<file path="src/hdl/addressable_led_frame_serializer_defines.svh">
// Assertion macros for the LED frame serializer.
// Each macro samples on clk and is disabled while rst_n is low.
`ifndef ADDRESSABLE_LED_FRAME_SERIALIZER_DEFINES_SVH
`define ADDRESSABLE_LED_FRAME_SERIALIZER_DEFINES_SVH

`ifndef NO_ASSERTIONS
// Consequent must hold in the same cycle as the antecedent
`define ALFS_ASSERT_SAME(lbl, ant, cons) \
  lbl: assert property (@(posedge clk) disable iff (!rst_n) (ant) |-> (cons)) \
    else $error("alfs assertion failed");
// Consequent must hold in the cycle after the antecedent
`define ALFS_ASSERT_NEXT(lbl, ant, cons) \
  lbl: assert property (@(posedge clk) disable iff (!rst_n) (ant) |=> (cons)) \
    else $error("alfs assertion failed");
`else
`define ALFS_ASSERT_SAME(lbl, ant, cons)
`define ALFS_ASSERT_NEXT(lbl, ant, cons)
`endif

`endif

</file>
<file path="src/hdl/alfs_pkg.sv">
`timescale 1ns / 1ps

package alfs_pkg;

  // Opcodes carried on in_tuser
  localparam logic [1:0] FUNC_SET_PIXEL   = 2'd0;
  localparam logic [1:0] FUNC_FILL        = 2'd1;
  localparam logic [1:0] FUNC_FILL_SCALED = 2'd2;
  localparam logic [1:0] FUNC_PULL        = 2'd3;

  // Configuration register indexes
  localparam int CFG_IDX_W = 1;
  localparam int CFG_DATA_W = 11;
  localparam logic [CFG_IDX_W-1:0] REG_LED_COUNT = 1'd0;
  localparam logic [CFG_IDX_W-1:0] REG_TRAILER   = 1'd1;

  // Register reset values
  localparam logic [10:0] LED_COUNT_RST = 11'd1;
  localparam logic [7:0]  TRAILER_RST   = 8'd120;

  // Full-scale brightness ratio
  localparam logic [8:0] RATIO_FULL = 9'd256;

  // Byte slot within one LED: 12 slots, 4 per color channel
  localparam logic [3:0] SLOT_LAST = 4'd11;

  // Payload widths
  localparam int IN_TDATA_W  = 48;
  localparam int OUT_TDATA_W = 16;

  // Controller -> datapath commands
  typedef struct packed {
    logic set_px;      // write one pixel, respond with status
    logic fill_go;     // latch fill color and length
    logic fill_scale;  // fill color is scaled by ratio
    logic fill_wr;     // write one store entry of the sweep
    logic fill_zero;   // sweep writes zeros (reset clear)
    logic rsp_fill;    // respond with an all-zero result
    logic pull_go;     // settle position, issue store read
    logic pull_out;    // encode byte, respond, advance position
  } cmd_t;

  // Datapath -> controller status
  typedef struct packed {
    logic fill_done;   // sweep is at its last entry
  } sts_t;

  // Two data bits to one SPI byte
  function automatic logic [7:0] pair_code(input logic [1:0] pair);
    logic [7:0] code;
    unique case (pair)
      2'b00: code = 8'h88;
      2'b01: code = 8'h8E;
      2'b10: code = 8'hE8;
      2'b11: code = 8'hEE;
      default: code = 8'h88;
    endcase
    return code;
  endfunction

endpackage

</file>
<file path="src/hdl/alfs_ctrl.sv">
`timescale 1ns / 1ps

module alfs_ctrl (
  input  logic            clk,
  input  logic            rst_n,
  input  logic            in_tvalid,
  output logic            in_tready,
  input  logic [1:0]      in_func,
  output logic            out_tvalid,
  input  logic            out_tready,
  output alfs_pkg::cmd_t  cmd,
  input  alfs_pkg::sts_t  sts
);

  localparam logic [1:0] S_CLEAR = 2'd0;
  localparam logic [1:0] S_IDLE  = 2'd1;
  localparam logic [1:0] S_FILL  = 2'd2;
  localparam logic [1:0] S_READ  = 2'd3;

  logic [1:0] state_r, state_nxt;
  logic       out_valid_r, out_valid_nxt;
  logic       take;
  logic       rsp_load;

  // Accept only when idle and the result slot is free or draining
  assign in_tready  = (state_r == S_IDLE) && (!out_valid_r || out_tready);
  assign take       = in_tvalid && in_tready;
  assign out_tvalid = out_valid_r;

  // Next state and commands
  always_comb begin
    state_nxt = state_r;
    cmd       = '0;
    unique case (state_r)
      S_CLEAR: begin
        cmd.fill_wr   = 1'b1;
        cmd.fill_zero = 1'b1;
        if (sts.fill_done) begin
          state_nxt = S_IDLE;
        end
      end
      S_IDLE: begin
        if (take) begin
          unique case (in_func)
            alfs_pkg::FUNC_SET_PIXEL: cmd.set_px = 1'b1;
            alfs_pkg::FUNC_FILL: begin
              cmd.fill_go = 1'b1;
              state_nxt   = S_FILL;
            end
            alfs_pkg::FUNC_FILL_SCALED: begin
              cmd.fill_go    = 1'b1;
              cmd.fill_scale = 1'b1;
              state_nxt      = S_FILL;
            end
            alfs_pkg::FUNC_PULL: begin
              cmd.pull_go = 1'b1;
              state_nxt   = S_READ;
            end
            default: state_nxt = S_IDLE;
          endcase
        end
      end
      S_FILL: begin
        cmd.fill_wr = 1'b1;
        if (sts.fill_done) begin
          cmd.rsp_fill = 1'b1;
          state_nxt    = S_IDLE;
        end
      end
      S_READ: begin
        cmd.pull_out = 1'b1;
        state_nxt    = S_IDLE;
      end
      default: state_nxt = S_IDLE;
    endcase
  end

  // Result valid flag
  assign rsp_load = cmd.set_px || cmd.rsp_fill || cmd.pull_out;

  always_comb begin
    out_valid_nxt = out_valid_r;
    if (rsp_load) begin
      out_valid_nxt = 1'b1;
    end else if (out_tready) begin
      out_valid_nxt = 1'b0;
    end
  end

  always_ff @(posedge clk) begin
    if (!rst_n) begin
      state_r     <= S_CLEAR;
      out_valid_r <= 1'b0;
    end else begin
      state_r     <= state_nxt;
      out_valid_r <= out_valid_nxt;
    end
  end

endmodule

</file>
<file path="config.mk">
export PLATFORM = sky130hd
export DESIGN_NAME = alfs_ctrl
export DESIGN_NICKNAME = d
export VERILOG_FILES = /design/src/hdl/addressable_led_frame_serializer_defines.svh /design/src/hdl/alfs_pkg.sv /design/src/hdl/alfs_ctrl.sv
export SDC_FILE = /design/constraint.sdc
export NUM_CORES = 1
export LEC_CHECK = 0
export BUFFER_PORTS_ARGS = -buffer_cell sky130_fd_sc_hd__clkbuf_2
export CORE_AREA = 3 3 40 42
export CTS_CLUSTER_SIZE = 12
export DETAILED_ROUTE_END_ITERATION = 8
export DIE_AREA = 0 0 43 45
export GPL_ROUTABILITY_DRIVEN = 1
export PLACE_DENSITY = 0.44
export SLEW_MARGIN = 20
export SYNTH_ARGS = -nofsm -noshare
export SYNTH_HDL_FRONTEND = slang
export SYNTH_SLANG_ARGS = --single-unit
</file>
<file path="constraint.sdc">
create_clock -name clk -period 1.76 [get_ports clk]
set_clock_uncertainty 0.15 [all_clocks]
set_input_delay 0.44 -clock clk [delete_from_list [all_inputs] [get_ports clk]]
set_output_delay 0.44 -clock clk [all_outputs]
set_load 0.005 [all_outputs]
</file>
==> flow_summary.ini <==
[layout]
fin_area_um2 = 450
final_core_util = 0.351
final_nets = 67
area_growth_pct = 76.5
fin_cells = 71
fillers = 139
layout-drive-gt1-share = 0.589
diodes = 0

[route]
finalWirelength_um = 663
avgViaCountPerCell = 4.07
vias = 289
detail-route-antenna-nets = 0
wl_per_cell_um = 9.34
dr.pass1.iters = 1
drc = 0
drt_iter0_drc = 0

[setup_path]
start_kind = register
reg2reg_from = out_tvalid
r2r_end = state_r[1]
worst-path-max-fanout = 4
path_class = register to output port
reg2reg_slack_ps = 500
crit_path_end_kind = output port
reg2regPathDepth = 5
worstSetupEndpoint = cmd[6]
cp.arrival_ps = 1170
critPathLaunch = state_r[1]
crit_required_ps = 1170

[clock_network]
htree_levels = 1
clkSinkCount = 3
numCtsBuffers = 3
cts_tree = done
cts_root_buffer = clkbuf_4
cts.hold.buffers_added = 0
clock_latency_ps = 230
clk_pin_slew_ps = 40
clk_path_buf_depth = 2

[die]
pin_count = 17
dieArea_mm2 = 0.00194
rows = 13
fp.dieW_um = 43
core_area_mm2 = 0.00128
die_h_um = 45
start_util = 0.199

[timing]
maxSlewViolCount = 0
max_freq_mhz = 570
final-setup-viol-count = 0
fin_setup_tns_ps = 0
worst_slack_ps = 4.34
grt_setup_unrepaired = yes
slew_headroom = 0.881
holdWs_ps = 310
finalCritPeriodShare = 0.998
worstMarginPinSlew_ps = 176
period_minus_slack_ps = 1760
hold_viol_final = 0

[global_routing]
grt_pass1_wl_mm = 1.03
grt_usage = 0.0765
antenna_found_initial = 0
grt_pass1_vias = 265
grt_max_degree = 6
overflow = 0

[placement]
portBuffers = 16
dp_slack_ps = 26.5
placedInstanceArea_um2 = 384
place.gp.congestion = 0.632
dpl.cell_count = 64

[outcome]
outcome = finished clean

[pwr]
p_comb_frac = 0.267
power_uw = 269
powerDensity_mw_per_mm2 = 598
sw_frac_of_total = 0.266
p_clk_frac = 0.454
leakage_nw = 0.241
p_int_uw = 198
p_switching_uw = 71.6
pwr-share-seq = 0.278
ir_drop_mv = 0.210

[logic_synthesis]
synth_top_cell_by_area = dfxtp_1
syn_nets = 39
syn-instance-count = 29
synth_area_um2 = 255
synthArstFlopShare = 0
yosys_warnings = 0
avgSynthCellArea_um2 = 8.80
yosys.cell_types.count = 18
ys_ff_latch = 3
synth.top_cells.by_count = 4 x nor2_1, 3 x and2_1, 3 x dfxtp_1, 3 x ha_1, 3 x inv_1
synth_most_common_cell = nor2_1
synth_edf_count = 0
ys_seq_area_frac = 0.235
synth_flop_cell = dfxtp_1
synth_top_area_frac = 0.235
synth_area_leaders = dfxtp_1 24%, ha_1 15%, and2_1 7.4%

[min_path]
hp-class = input port to register

[job]
drv_cap = 0
==> cells in the final DEF, fill, tap and decap left out, types with 2 or more instances in the layout <==
cell / instances
clkbuf_2: 13
buf_4: 6
nor2_1: 4
inv_1: 3
and2_1: 3
ha_1: 3
clkbuf_4: 3
buf_2: 3
dfxtp_2: 2
==> power by group through the flow <==
stage                     Sequential, mW  Clock [mW]  Combinational [mW]
after global routing              0.0752       0.135              0.0799
after global placement            0.0756           0              0.0637
after floorplan                   0.0771           0              0.0290
after detailed placement          0.0757           0              0.0628
after CTS                         0.0746       0.126              0.0694
final                             0.0749       0.122              0.0720
==> how the worst min path moves through the flow <==
stage	start	endpoint	cells after the start
after floorplan	state_r[1]	state_r[1]	1
final	rst_n	out_tvalid	2
after global routing	rst_n	out_tvalid	2
after global placement	state_r[1]	state_r[1]	2
after detailed placement	state_r[1]	state_r[1]	2
after CTS	rst_n	out_tvalid	2
==> worst max-delay path, stage by stage, from the launching register on <==
cell and delay (ps):
dfxtp_2 310, nand2b_4 140, nor3b_4 210, and2_1 160, clkbuf_2 110
==> metal layers <==
layer | global-route usage | share of wire | routed length, um
met1 | 0.0601 | 0.36 | 236
met5 | 0 | 0 | 0
met2 | 0.144 | 0.58 | 384
met3 | 0.0279 | 0.063 | 42
met4 | 0.0723 | 0 | 0
==> sequential cells by signal (all words and copies together), names as in the netlist <==
signal,cells
state_r,2
out_tvalid,1
==> timing repair <==
| item | 4_1_cts | 5_1_grt |
|---|---|---|
| endpoints found under the setup margin | 4 | 4 |
| setup buffers | 2 | 1 |
| cloned | 0 | 0 |
| resized for setup | 1 | 7 |
| pin swaps | 4 | 5 |
==> kinds of logic after synthesis <==
family                   synth area share
AND/OR/NAND/NOR                     0.426
AO/OA/AOI/OAI                       0.147
buffers and inverters              0.0441
adder cells (fa/ha/maj)             0.147
flip-flops                          0.235
==> cell type report <==
class                      count  area [um^2]  area share
inverter                       3         11.3      0.0250
clock buffer                   4         26.3      0.0583
timing repair buffer          23          136       0.303
multi-input combinational     23          195       0.433
sequential                     3         62.6       0.139
tap                           15         18.8      0.0417
(Power assumes the default switching activity.)
